File: config.mk
export PLATFORM = sky130hd
export DESIGN_NAME = command_retry_sequencer_unit
export DESIGN_NICKNAME = d
export VERILOG_FILES = /design/src/hdl/crs_pkg.sv /design/src/hdl/command_retry_sequencer_unit.sv /design/src/hdl/crs_step.sv
export VERILOG_INCLUDE_DIRS = /design/src /design/src/hdl
export SDC_FILE = /design/constraint.sdc
export NUM_CORES = 1
export LEC_CHECK = 0
export ABC_AREA = 1
export BUFFER_PORTS_ARGS = -buffer_cell sky130_fd_sc_hd__buf_4
export CAP_MARGIN = 20
export CORE_MARGIN = 1
export CORE_UTILIZATION = 50
export CTS_BUF_LIST = sky130_fd_sc_hd__clkbuf_4 sky130_fd_sc_hd__clkbuf_8
export CTS_CLUSTER_DIAMETER = 60
export CTS_CLUSTER_SIZE = 24
export DETAILED_ROUTE_END_ITERATION = 7
export PLACE_DENSITY = 0.68
export SYNTH_ARGS = -nofsm -noshare
export SYNTH_HDL_FRONTEND = slang
export SYNTH_HIERARCHICAL = 1
export SYNTH_SLANG_ARGS = --single-unit
File: constraint.sdc
create_clock -name clk -period 3 [get_ports clk]
set_input_delay 0.45 -clock clk [delete_from_list [all_inputs] [get_ports clk]]
set_output_delay 0.45 -clock clk [all_outputs]
set_load 0.1 [all_outputs]
File: src/hdl/command_retry_sequencer_unit_macros.svh
// Assertion macros shared by the command retry sequencer RTL
`ifndef COMMAND_RETRY_SEQUENCER_UNIT_MACROS_SVH
`define COMMAND_RETRY_SEQUENCER_UNIT_MACROS_SVH

// Same-cycle implication, checked out of reset
`define CRS_ASSERT_IMP(lbl, ante, cons) \
  lbl: assert property (@(posedge clk) disable iff (!rst_n) (ante) |-> (cons)) \
    else $error("crs assertion failed");

// Next-cycle implication, checked out of reset
`define CRS_ASSERT_NXT(lbl, ante, cons) \
  lbl: assert property (@(posedge clk) disable iff (!rst_n) (ante) |=> (cons)) \
    else $error("crs assertion failed");

`endif

File: src/hdl/crs_pkg.sv
// Types, codes and constants for the command retry sequencer
`default_nettype none
package crs_pkg;

  localparam int unsigned CRS_MAX_COMMANDS = 64;

  // Request codes
  localparam logic [2:0] REQ_START     = 3'd0;
  localparam logic [2:0] REQ_POLL      = 3'd1;
  localparam logic [2:0] REQ_SUBMITTED = 3'd2;
  localparam logic [2:0] REQ_DEFER     = 3'd3;
  localparam logic [2:0] REQ_COMPLETE  = 3'd4;
  localparam logic [2:0] REQ_NOTICE    = 3'd5;

  // Configuration register indexes
  localparam logic [1:0] CFG_RETRY_DELAY  = 2'd0;
  localparam logic [1:0] CFG_MAX_ATTEMPTS = 2'd1;
  localparam logic [1:0] CFG_CMD_COUNT    = 2'd2;

  localparam logic [15:0] RETRY_DELAY_RST  = 16'd1000;
  localparam logic [7:0]  MAX_ATTEMPTS_RST = 8'd3;
  localparam logic [6:0]  CMD_COUNT_RST    = 7'd8;

  typedef enum logic [2:0] {
    PH_IDLE     = 3'b001,
    PH_COMMAND  = 3'b010,
    PH_COMPLETE = 3'b100
  } phase_t;

  typedef struct packed {
    phase_t      phase;
    logic [6:0]  position;
    logic [7:0]  attempts;
    logic        pending;
    logic [31:0] next_time;
    logic        ready;
  } crs_state_t;

  typedef struct packed {
    logic [15:0] retry_delay;
    logic [7:0]  max_attempts;
    logic [6:0]  cmd_count;
  } crs_cfg_t;

  typedef struct packed {
    logic       command_ready;
    logic [5:0] current_command;
    logic       sequence_done;
    logic       ready_seen;
    logic       awaiting_answer;
  } crs_result_t;

endpackage
`default_nettype wire

File: src/hdl/command_retry_sequencer_unit.sv
// Top level of the command retry sequencer
// The result beat is registered and appears in the cycle after its event beat is accepted.
// Throughput: one event per cycle while results are taken; the state update is combinational.
// A new event enters in the cycle the waiting result is taken; a stalled result holds the input.
// Reset (rst_n low, synchronous): idle phase, counters and flags cleared,
// registers back to delay 1000 ms, 3 attempts, 8 commands.
`default_nettype none
`include "command_retry_sequencer_unit_macros.svh"
module command_retry_sequencer_unit (
  input  logic        clk,
  input  logic        rst_n,
  input  logic        cfg_we,
  input  logic [1:0]  cfg_index,
  input  logic [15:0] cfg_wdata,
  input  logic        in_valid,
  output logic        in_ready,
  input  logic [2:0]  in_req_type,
  input  logic [31:0] in_now_ms,
  input  logic        in_result_ok,
  input  logic        in_notice_is_ready,
  output logic        out_valid,
  input  logic        out_ready,
  output logic        out_command_ready,
  output logic [5:0]  out_current_command,
  output logic        out_sequence_done,
  output logic        out_ready_seen,
  output logic        out_awaiting_answer
);
  import crs_pkg::*;

  crs_cfg_t    cfg_r;
  crs_state_t  state_r;
  crs_state_t  state_nxt;
  crs_result_t result_nxt;
  crs_result_t result_r;
  logic        out_valid_r;
  logic        in_fire;

  assign in_ready = !out_valid_r || out_ready;
  assign in_fire  = in_valid && in_ready;

  // Configuration writes
  always_ff @(posedge clk) begin
    if (!rst_n) begin
      cfg_r.retry_delay  <= RETRY_DELAY_RST;
      cfg_r.max_attempts <= MAX_ATTEMPTS_RST;
      cfg_r.cmd_count    <= CMD_COUNT_RST;
    end else if (cfg_we) begin
      unique case (cfg_index)
        CFG_RETRY_DELAY:  cfg_r.retry_delay  <= cfg_wdata;
        CFG_MAX_ATTEMPTS: cfg_r.max_attempts <= cfg_wdata[7:0];
        CFG_CMD_COUNT:    cfg_r.cmd_count    <= cfg_wdata[6:0];
        default: ;
      endcase
    end
  end

  crs_step u_step (
    .state           (state_r),
    .cfg             (cfg_r),
    .req_type        (in_req_type),
    .now_ms          (in_now_ms),
    .result_ok       (in_result_ok),
    .notice_is_ready (in_notice_is_ready),
    .state_nxt       (state_nxt),
    .result          (result_nxt)
  );

  // Sequencer state
  always_ff @(posedge clk) begin
    if (!rst_n) begin
      state_r.phase     <= PH_IDLE;
      state_r.position  <= '0;
      state_r.attempts  <= '0;
      state_r.pending   <= 1'b0;
      state_r.next_time <= '0;
      state_r.ready     <= 1'b0;
    end else if (in_fire) begin
      state_r <= state_nxt;
    end
  end

  // Output register
  always_ff @(posedge clk) begin
    if (!rst_n) begin
      out_valid_r <= 1'b0;
    end else if (in_fire) begin
      out_valid_r <= 1'b1;
    end else if (out_ready) begin
      out_valid_r <= 1'b0;
    end
  end

  always_ff @(posedge clk) begin
    if (in_fire) begin
      result_r <= result_nxt;
    end
  end

  assign out_valid           = out_valid_r;
  assign out_command_ready   = result_r.command_ready;
  assign out_current_command = result_r.current_command;
  assign out_sequence_done   = result_r.sequence_done;
  assign out_ready_seen      = result_r.ready_seen;
  assign out_awaiting_answer = result_r.awaiting_answer;

  // Checks
  `CRS_ASSERT_NXT(a_fire_gives_beat, in_fire, out_valid)
  `CRS_ASSERT_NXT(a_start_opens, in_fire && (in_req_type == REQ_START),
    out_command_ready && (out_current_command == 6'd0) && !out_awaiting_answer)
  `CRS_ASSERT_NXT(a_submit_blocks, in_fire && (in_req_type == REQ_SUBMITTED),
    out_awaiting_answer && !out_command_ready)
  `CRS_ASSERT_IMP(a_done_quiet, out_valid && out_sequence_done,
    !out_command_ready && (out_current_command == 6'd0))

endmodule
`default_nettype wire

File: src/hdl/crs_step.sv
// Next-state and result logic for one event beat
`default_nettype none
module crs_step (
  input  crs_pkg::crs_state_t  state,
  input  crs_pkg::crs_cfg_t    cfg,
  input  logic [2:0]           req_type,
  input  logic [31:0]          now_ms,
  input  logic                 result_ok,
  input  logic                 notice_is_ready,
  output crs_pkg::crs_state_t  state_nxt,
  output crs_pkg::crs_result_t result
);
  import crs_pkg::*;

  localparam logic [6:0] MaxCmd = 7'(CRS_MAX_COMMANDS);

  logic [6:0]  eff_count;
  logic [6:0]  pos_inc;
  logic [31:0] diff;
  logic [31:0] retry_time;
  logic        due;

  // Clamp the list length to what the unit supports
  assign eff_count  = (cfg.cmd_count > MaxCmd) ? MaxCmd : cfg.cmd_count;
  assign pos_inc    = state.position + 7'd1;
  assign diff       = now_ms - state.next_time;
  assign retry_time = now_ms + {16'd0, cfg.retry_delay};

  // Event update; due follows the sign of now minus the stored deadline unless a branch sets it
  always_comb begin
    state_nxt = state;
    due       = ~diff[31];
    case (req_type)
      REQ_START: begin
        state_nxt.phase     = PH_COMMAND;
        state_nxt.position  = '0;
        state_nxt.attempts  = '0;
        state_nxt.pending   = 1'b0;
        state_nxt.ready     = 1'b0;
        state_nxt.next_time = now_ms;
        due                 = 1'b1;
      end
      REQ_SUBMITTED: begin
        state_nxt.pending = 1'b1;
        if (state.attempts != 8'hFF) begin
          state_nxt.attempts = state.attempts + 8'd1;
        end
      end
      REQ_DEFER: begin
        if (!state.pending) begin
          state_nxt.next_time = retry_time;
          due                 = (cfg.retry_delay == 16'd0);
        end
      end
      REQ_COMPLETE: begin
        if (state.pending) begin
          state_nxt.pending = 1'b0;
          if (state.phase == PH_COMMAND) begin
            if (result_ok || (state.attempts >= cfg.max_attempts)) begin
              // advance to the next command
              state_nxt.attempts  = '0;
              state_nxt.position  = pos_inc;
              state_nxt.next_time = now_ms;
              due                 = 1'b1;
              if (pos_inc >= eff_count) begin
                state_nxt.phase = PH_COMPLETE;
              end
            end else begin
              state_nxt.next_time = retry_time;
              due                 = (cfg.retry_delay == 16'd0);
            end
          end
        end
      end
      REQ_NOTICE: begin
        if (notice_is_ready) begin
          state_nxt.ready = 1'b1;
        end
      end
      default: ;
    endcase
  end

  // Result reflects the updated state
  always_comb begin
    result.command_ready   = !state_nxt.pending && (state_nxt.phase == PH_COMMAND) && due;
    result.current_command = (state_nxt.phase == PH_COMMAND) ? state_nxt.position[5:0] : 6'd0;
    result.sequence_done   = (state_nxt.phase == PH_COMPLETE);
    result.ready_seen      = state_nxt.ready;
    result.awaiting_answer = state_nxt.pending;
  end

endmodule
`default_nettype wire
==> flow_summary_export.csv, run 1 <==
group,metric,value,unit
drt,viasPerCell,5.35,
clock_network,clkSinkCount,94,
die,die_w,139,um
clock_network,cts_max_path_buffers,2,
die,dieHeight,139,um
worst_setup_path,crit_path_top_delay_cell,"dfxtp_2",
min_path,holdPathStages,3,
synthesis,synth_area,9440,um2
timing,fin_crit,2740,ps
worst_setup_path,worst_ep_required_time,3270,ps
die,row_count,49,
synthesis,yosysWarnings,6,
drt,wl_per_cell,14.4,um
power,total_power,3.59,mW
timing,setup_viol,0,
drt,drtAntennaViolNets,0,
min_path,min_path_type,"in -> reg",
worst_setup_path,worstPathArrival,3010,ps
drt,route.detailed.drc,0,
clock_network,htree_levels,3,
power,peakVddDrop,0.000227,V
synthesis,synth_top_area_share,20.5,%
synthesis,synth_cells,1621,
die,core,18200,um2
synthesis,ys_ff_latch,94,
worst_setup_path,max_stage_delay,400,ps
grt,grt_usage,28.5,%
drt,dr.pass1.iters,5,
synthesis,synth-edff-count,10,
die,io_pins,72,
worst_setup_path,cp-end-kind,"flip-flop",
synthesis,async_flop_share,0,%
run,maxCapViolations,0,
grt,grt_pass1_vias,9113,
placed_design,post_dp_cell_area,9970,um2
synthesis,synthTopCellsByArea,"nand2_1 21%, dfxtp_1 18%, inv_1 9.6%",
placed_design,dp_hpwl,19300,um
cells_and_area,utilization,55.9,%
drt,drtIter0Drc,672,
worst_setup_path,r2r-end,"out_command_ready",
synthesis,yosysTopAreaCell,"nand2_1",
worst_setup_path,critPathBufInv,1,
timing,fmax,365,MHz
timing,drv_slew,0,
drt,vias,10100,
worst_setup_path,path_class,"reg -> reg",
timing,rsz0062_at_grt,"false",
synthesis,yosysMostFrequentCell,"nand2_1",
run_status,status,"completed",
cells_and_area,drive_above_1_share,9.20,%
worst_setup_path,r2r_setup_slack,260,ps
worst_setup_path,worstPathCellList,"ha_1, nand3_1, nor3_1, xor2_1, ha_1, a21oi_1, o21a_1, nand3_1, nand3_1, nand2_1, nand2_1, nand3b_2, nor2_1, nand2_1, inv_1",
grt,overflow,0,
synthesis,syn_nets,1745,
worst_setup_path,cpLargestDelayFamily,"simple AND/OR/NAND/NOR gates",
timing,relSlewSlack,33.5,%
timing,fin_worst_skew,14.7,ps
synthesis,ys_seq_area_share,21.0,%
worst_setup_path,startpoint_type,"flip-flop",
drt,wl,27100,um
power,p_leak,5.26,nW
synthesis,netlist_top_cells_count,"516 x nand2_1, 241 x inv_1, 145 x nor2_1, 137 x nand3_1, 135 x a21oi_1",
clock_network,cts_tree,"built",
timing,finalHoldViolations,0,
die,die_area,19400,um2
grt,grt_pass1_wl,44700,um
min_path,hp-start,"cfg_wdata[8]",
cells_and_area,finalInstanceArea,10200,um2
min_path,hold_end,"cfg_r[23]",
cells_and_area,antenna_cells,0,
clock_network,cts_buffers,9,
clock_network,holdBufCountCts,0,
grt,grt_max_degree,85,
clock_network,clk_latency,400,ps
clock_network,clk_pin_slew,120,ps
cells_and_area,fin_nets,1771,
clock_network,cts_setup_buffers,0,
placed_design,port_buffers,71,
synthesis,synth_cell_type_count,49,
synthesis,ys.flop_type,"dfxtp_1",
placed_design,place.gp.congestion,0.945,
cells_and_area,synthToLayoutAreaGrowth,7.76,%
grt,antenna_found_initial,0,
power,power_density,353,nW/um2
die,start_util,51.8,%
timing,tns,0,ps
clock_network,cts-root-buf,"clkbuf_8",
worst_setup_path,ff2ff_path_depth,15,
timing,finalCritPeriodShare,91.2,%
worst_setup_path,r2r_start,"state_r[42]",
timing,tightest_slew,997,ps
synthesis,avgSynthCellArea,5.82,um2
worst_setup_path,crit_fanout,7,
==> registers in the layout (all words and copies together) (netlist names) <==
name and flops:
cfg_r 31, out_awaiting_answer 1, out_command_ready 1, out_current_command 6, out_ready_seen 1, out_sequence_done 1
out_valid 1, state_r 52
==> cell type report <==
class,instances,area [um2]
flip-flops and latches,94,1980
repair buffers,86,696
clock inverters,7,73.8
multi-input cells,1196,6030
clock buffers,9,124
well taps,229,287
fillers,1953,8040
inverters,260,976
==> layer usage <==
| layer | wire length [um] | up-vias | track usage, % | share of wire [%] |
|---|---|---|---|---|
| met5 | 0 | - | 0 | 0 |
| met4 | 740 | 0 | 10.0 | 2.7 |
| met3 | 1820 | 46 | 5.33 | 6.7 |
| met2 | 12300 | 289 | 47.9 | 45 |
| met1 | 12200 | 4514 | 36.3 | 45 |
| li1 | - | 5222 | - | - |
==> power by group <==
group	switching (mW)	total [mW]	internal, mW	leakage [nW]
Sequential	0.0878	1.45	1.36	0.795
Clock	0.565	0.893	0.328	0.101
Combinational	0.801	1.25	0.448	4.36
==> timing repair <==
| action | in CTS | in global routing |
|---|---|---|
| endpoints found under the hold margin | 0 | 0 |
| endpoints found under the setup margin | 0 | 1 |
| gates resized for setup | 0 | 1 |
==> layout by cell type, fill, tap and decap left out, types with 23 or more instances in the layout <==
cell     instances
nand2_1        516
inv_1          241
nor2_1         144
nand3_1        137
a21oi_1        135
dfxtp_1         83
buf_4           82
ha_1            63
nand4_1         39
o21ai_0         23
==> per-stage QoR <==
| stage | cells | hold slack [ps] | worst slack (ps) |
|---|---|---|---|
| 6_report | 1881 | 275 | 264 |
| 4_1_cts | 1881 | 260 | 224 |
| 3_3_place_gp | 1865 | 443 | 325 |
| 3_5_place_dp | 1865 | 454 | 253 |
| 2_1_floorplan | 1621 | 429 | 693 |
| 5_1_grt | 1881 | 274 | 49.8 |
==> worst reg2reg max path, delay by kind of cell, from the launching register on <==
kind	cells	cell delay, ps
simple gates	9	1100
compound gates	2	300
flops	1	400
xor+xnor	1	240
fa+ha+maj	2	490
buf+inv	1	70
==> worst max-delay path by stage <==
stage                      startpoint                 to  slack [ps]  cells after the start
final                     state_r[42]  out_command_ready         260                     15
after global routing      state_r[43]  out_command_ready          50                     15
after global placement    state_r[42]  out_command_ready         320                     15
after detailed placement  state_r[42]  out_command_ready         250                     15
after CTS                 state_r[42]  out_command_ready         220                     15
after floorplan           state_r[42]  out_command_ready         690                     15
==> cells by family after synthesis <==
kind of cell | synth area share, %
and+or+nand+nor | 40.4
muxes | 0.106
DFF | 21.0
adders and majority gates | 8.56
xor gates and xnor gates | 1.86
buffers and inverters | 15.2
AOI/OAI and AO/OA | 12.9
Power figures use the tool's default switching activity.
==> run 2: changes to the inputs <==
- CORE_UTILIZATION: 50 -> 45
- PLACE_DENSITY: 0.68 -> unset
==> flow_summary_export.csv, run 2 (synthesis results as in run 1) <==
group,metric,value,unit
power,sw_frac_of_total,40.1,%
timing,fmax,379,MHz
power,power_density,351,nW/um2
placed_design,post_dp_cell_area,10000,um2
timing,rsz0062_at_grt,"false",
worst_setup_path,startpoint_type,"flip-flop",
clock_network,cts_buffers,9,
clock_network,holdBufCountCts,0,
cells_and_area,stdcell_count,1922,
cells_and_area,drive_above_1_share,9.20,%
worst_setup_path,r2r_start,"state_r[42]",
power,p_sw,1.43,mW
cells_and_area,synthToLayoutAreaGrowth,7.90,%
cells_and_area,final_common_cell,"nand2_1",
power,p_leak,5.25,nW
drt,drtAntennaViolNets,0,
die,dieHeight,147,um
grt,overflow,0,
die,start_util,46.2,%
run_status,status,"completed",
timing,setup_viol,0,
power,peakVddDrop,0.000241,V
cells_and_area,finalInstanceArea,10200,um2
worst_setup_path,r2r-end,"out_command_ready",
clock_network,cts-root-buf,"clkbuf_8",
clock_network,cts_setup_buffers,0,
worst_setup_path,cp-end-kind,"flip-flop",
placed_design,place.gp.congestion,0.929,
timing,relSlewSlack,34.0,%
clock_network,clk_pin_slew,110,ps
clock_network,cts_max_path_buffers,2,
timing,fin_worst_skew,13.3,ps
grt,grt_pass1_wl,45900,um
cells_and_area,utilization,49.8,%
timing,worst_slack,365,ps
power,clkPwrFrac,24.7,%
grt,grt_max_degree,85,
placed_design,place_ws,274,ps
grt,antenna_found_initial,0,
power,combPwrFrac,34.8,%
cells_and_area,mostFrequentLayoutCells,"516 x nand2_1, 241 x inv_1, 144 x nor2_1, 137 x nand3_1, 135 x a21oi_1",
die,io_pins,72,
timing,drv_slew,0,
worst_setup_path,crit_path_top_delay_cell,"dfxtp_2",
clock_network,htree_levels,3,
worst_setup_path,r2r_setup_slack,360,ps
worst_setup_path,crit_fanout,7,
die,core,20400,um2
timing,holdWs,295,ps
drt,drtIter0Drc,621,
clock_network,clkSinkCount,94,
placed_design,port_buffers,71,
timing,finalHoldViolations,0,
power,seqPwrFrac,40.5,%
worst_setup_path,worstPathArrival,2910,ps
worst_setup_path,cpLargestDelayFamily,"simple AND/OR/NAND/NOR gates",
worst_setup_path,ff2ff_path_depth,15,
worst_setup_path,critPathBufInv,1,
timing,finalCritPeriodShare,87.8,%
worst_setup_path,path_class,"reg -> reg",
min_path,min_path_type,"in -> reg",
cells_and_area,antenna_cells,0,
drt,wl,27900,um
min_path,hp-start,"cfg_wdata[9]",
run,maxCapViolations,0,
power,total_power,3.57,mW
die,die_area,21600,um2
cells_and_area,largest_register_ffs,52,
drt,wl_per_cell,14.5,um
cells_and_area,largest_register,"state_r",
clock_network,clk_latency,400,ps
timing,fin_crit,2640,ps
grt,grt_pass1_vias,9116,
min_path,holdPathStages,3,
timing,tightest_slew,990,ps
clock_network,cts_tree,"built",
placed_design,place_inst,1906,
die,die_w,147,um
cells_and_area,fin_nets,1771,
worst_setup_path,worstPathCellList,"ha_1, nand3_1, nor3_1, xor2_1, ha_1, a21oi_1, o21a_1, nand3_1, nand3_1, nand2_1, nand2_1, nand3b_2, nor2_1, nand2_1, inv_1",
worst_setup_path,max_stage_delay,400,ps
die,row_count,52,
drt,dr.pass1.iters,5,
drt,route.detailed.drc,0,
power,intPower,2.14,mW
min_path,hold_end,"cfg_r[24]",
drt,viasPerCell,5.21,
worst_setup_path,worst_ep_required_time,3280,ps
grt,grt_usage,26.5,%
placed_design,dp_hpwl,19500,um
clock_network,post_cts_resized,0,
drt,vias,10000,
timing,tns,0,ps
run 2: cell types whose count changed in the layout (fill, tap and decap cells not counted), sizes merged:
cell	delta
clkbuf	+1
clkinv	-4
inv	+3
run 2: power by group through the flow:
stage | clock network [mW] | logic, mW | registers [mW]
4_1_cts | 0.929 | 1.24 | 1.45
3_3_place_gp | 0 | 1.22 | 1.47
3_5_place_dp | 0 | 1.24 | 1.47
5_1_grt | 0.975 | 1.42 | 1.46
6_report | 0.882 | 1.24 | 1.45
2_1_floorplan | 0 | 0.873 | 1.51
run 2: tightest hold or removal path, stage by stage:
cell	delay, ps
buf_4	80
nand3_1	60
nand3_1	70
run 2: final cells by class:
type                       instances  area, um2
fill                            2228      10200
multi-input combinational       1196       6030
sequential                        94       1980
inverter                         260        976
timing repair buffer              86        671
tap                              270        338
clock buffer                      10        138
clock inverter                     6       47.5
run 2: worst max-delay path by stage:
stage                 from                 to  slack (ps)  cells after the start
3_5_place_dp   state_r[42]  out_command_ready         270                     15
5_1_grt        state_r[43]  out_command_ready          40                     15
2_1_floorplan  state_r[42]  out_command_ready         690                     15
6_report       state_r[42]  out_command_ready         360                     15
3_3_place_gp   state_r[42]  out_command_ready         320                     15
4_1_cts        state_r[42]  out_command_ready         250                     15
run 2: per-layer routing:
layer / wire, um / global-route usage (%) / up-vias / share of wire, %
li1: - / - / 5232 / -
met1: 13100 / 34.8 / 4507 / 47
met2: 12700 / 44.7 / 240 / 46
met3: 1330 / 3.76 / 36 / 4.8
met4: 671 / 7.86 / 0 / 2.4
met5: 0 / 0 / - / 0
==> run 3: changes to the inputs <==
- CORE_ASPECT_RATIO: unset -> 0.7
==> flow_summary_export.csv, run 3 (synthesis results as in run 1) <==
group,metric,value,unit
clock_network,cts_tree,"built",
placed_design,dp_hpwl,21400,um
timing,finalHoldViolations,0,
cells_and_area,nFillCells,2224,
clock_network,clk_pin_slew,110,ps
clock_network,cts_buffers,9,
clock_network,clk_latency,420,ps
power,total_power,3.75,mW
die,row_count,43,
timing,relSlewSlack,33.7,%
clock_network,clkSinkCount,94,
die,io_pins,72,
cells_and_area,multi_input_area,6030,um2
clock_network,cts-root-buf,"clkbuf_8",
placed_design,port_buffers,71,
worst_setup_path,cp-end-kind,"flip-flop",
worst_setup_path,r2r-end,"out_command_ready",
timing,drv_slew,0,
worst_setup_path,ff2ff_path_depth,15,
grt,grt_usage,28.2,%
run,maxCapViolations,0,
drt,wl_per_cell,15.5,um
timing,fin_crit,2750,ps
grt,grt_pass1_wl,47600,um
cells_and_area,largest_register,"state_r",
cells_and_area,antenna_cells,0,
cells_and_area,drive_above_1_share,9.53,%
timing,setup_viol,0,
worst_setup_path,worst_ep_required_time,3290,ps
cells_and_area,final_common_cell,"nand2_1",
timing,fmax,363,MHz
die,die_w,175,um
timing,finalCritPeriodShare,91.7,%
grt,grt_pass1_vias,8863,
worst_setup_path,crit_fanout,7,
clock_network,cts_max_path_buffers,2,
cells_and_area,synthToLayoutAreaGrowth,9.08,%
die,start_util,46.8,%
cells_and_area,fin_nets,1777,
drt,vias,10100,
worst_setup_path,crit_path_end,"out_command_ready",
drt,route.detailed.drc,0,
cells_and_area,largest_register_ffs,52,
power,p_leak,5.30,nW
drt,drtIter0Drc,903,
worst_setup_path,r2r_start,"state_r[42]",
clock_network,cts_setup_buffers,0,
timing,tightest_slew,995,ps
min_path,min_path_type,"in -> reg",
die,core,20200,um2
drt,wl,29900,um
die,dieHeight,123,um
cells_and_area,mostFrequentLayoutCells,"516 x nand2_1, 241 x inv_1, 144 x nor2_1, 137 x nand3_1, 135 x a21oi_1",
cells_and_area,ff_latch_area,1980,um2
run_status,status,"completed",
worst_setup_path,startpoint,"state_r[42]",
drt,drtAntennaViolNets,0,
grt,overflow,0,
timing,fin_worst_skew,16.7,ps
worst_setup_path,startpoint_type,"flip-flop",
worst_setup_path,worstPathArrival,3040,ps
grt,antenna_found_initial,0,
placed_design,place.gp.congestion,1.01,
grt,grt_max_degree,104,
clock_network,holdBufCountCts,0,
timing,tns,0,ps
clock_network,htree_levels,3,
drt,viasPerCell,5.25,
timing,rsz0062_at_grt,"false",
power,peakVddDrop,0.000169,V
drt,dr.pass1.iters,7,
worst_setup_path,r2r_setup_slack,250,ps
worst_setup_path,path_class,"reg -> reg",
die,die_area,21600,um2
power,power_density,364,nW/um2
==> run 3: cell types whose count changed in the layout (fill, tap and decap cells not counted), sizes merged <==
cell,change
bufinv,+1
clkinv,+1
inv,-2
buf,+6
==> run 3: cell type report <==
type,count,share of cell area [%]
clock buffers,10,1.34
clock inverters,6,0.741
inverters,260,9.48
multi-input cells,1196,58.6
flip-flops and latches,94,19.3
well taps,270,3.28
repair buffers,92,7.32
==> run 3: worst min-delay path by stage <==
| stage | slack [ps] | startpoint | to | cells after the start |
|---|---|---|---|---|
| final | 270 | cfg_wdata[9] | cfg_r[24] | 3 |
| after global routing | 260 | cfg_wdata[8] | cfg_r[23] | 3 |
| after CTS | 250 | cfg_wdata[9] | cfg_r[24] | 3 |
| after detailed placement | 450 | state_r[49] | state_r[49] | 2 |
| after global placement | 440 | state_r[49] | state_r[49] | 2 |
| after floorplan | 430 | cfg_r[8] | cfg_r[8] | 2 |
==> run 3: report_power, final <==
part / internal (mW) / switching [mW] / leakage, nW
Sequential: 1.36 / 0.0867 / 0.795
Clock: 0.426 / 0.589 / 0.110
Combinational: 0.455 / 0.835 / 4.40
Total: 2.24 / 1.51 / 5.30
==> run 3: worst max-delay path, cell delays in order, from the launching register on <==
cell      delay, ps
dfxtp_2         400
ha_1            200
nand3_1         120
nor3_1          200
xor2_1          280
ha_1            310
a21oi_1         150
o21a_1          130
nand3_1          90
nand3_1         100
nand2_1          60
nand2_1         110
nand3b_2        200
nor2_1          130
nand2_1          80
inv_1            60
==> run 3: what timing repair did <==
action	4_1_cts	5_1_grt
endpoints found under the setup margin	0	2
hold endpoints to repair	0	0
gates resized for setup	0	1
==> run 3: per-layer routing <==
layer  GRT usage (%)  part of all wire, %  up-vias
met1            41.5                   51     4524
li1                -                    -     5235
met2            41.7                   40      332
met4            5.87                  1.0        0
met5               0                    0        -
met3            5.97                  7.6       22
==> run 3: per-stage QoR <==
stage	setup WS (ps)	hold slack, ps	util (%)	instances	instance area [um2]
CTS	187	250	51.0	1928	10300
global route	13.6	264	51.0	1928	10300
finish	248	267	51.0	1928	10300
floorplan	693	429	-	1621	9440
detailed placement	230	453	50.0	1912	10100
global placement	239	443	50.0	1912	10100
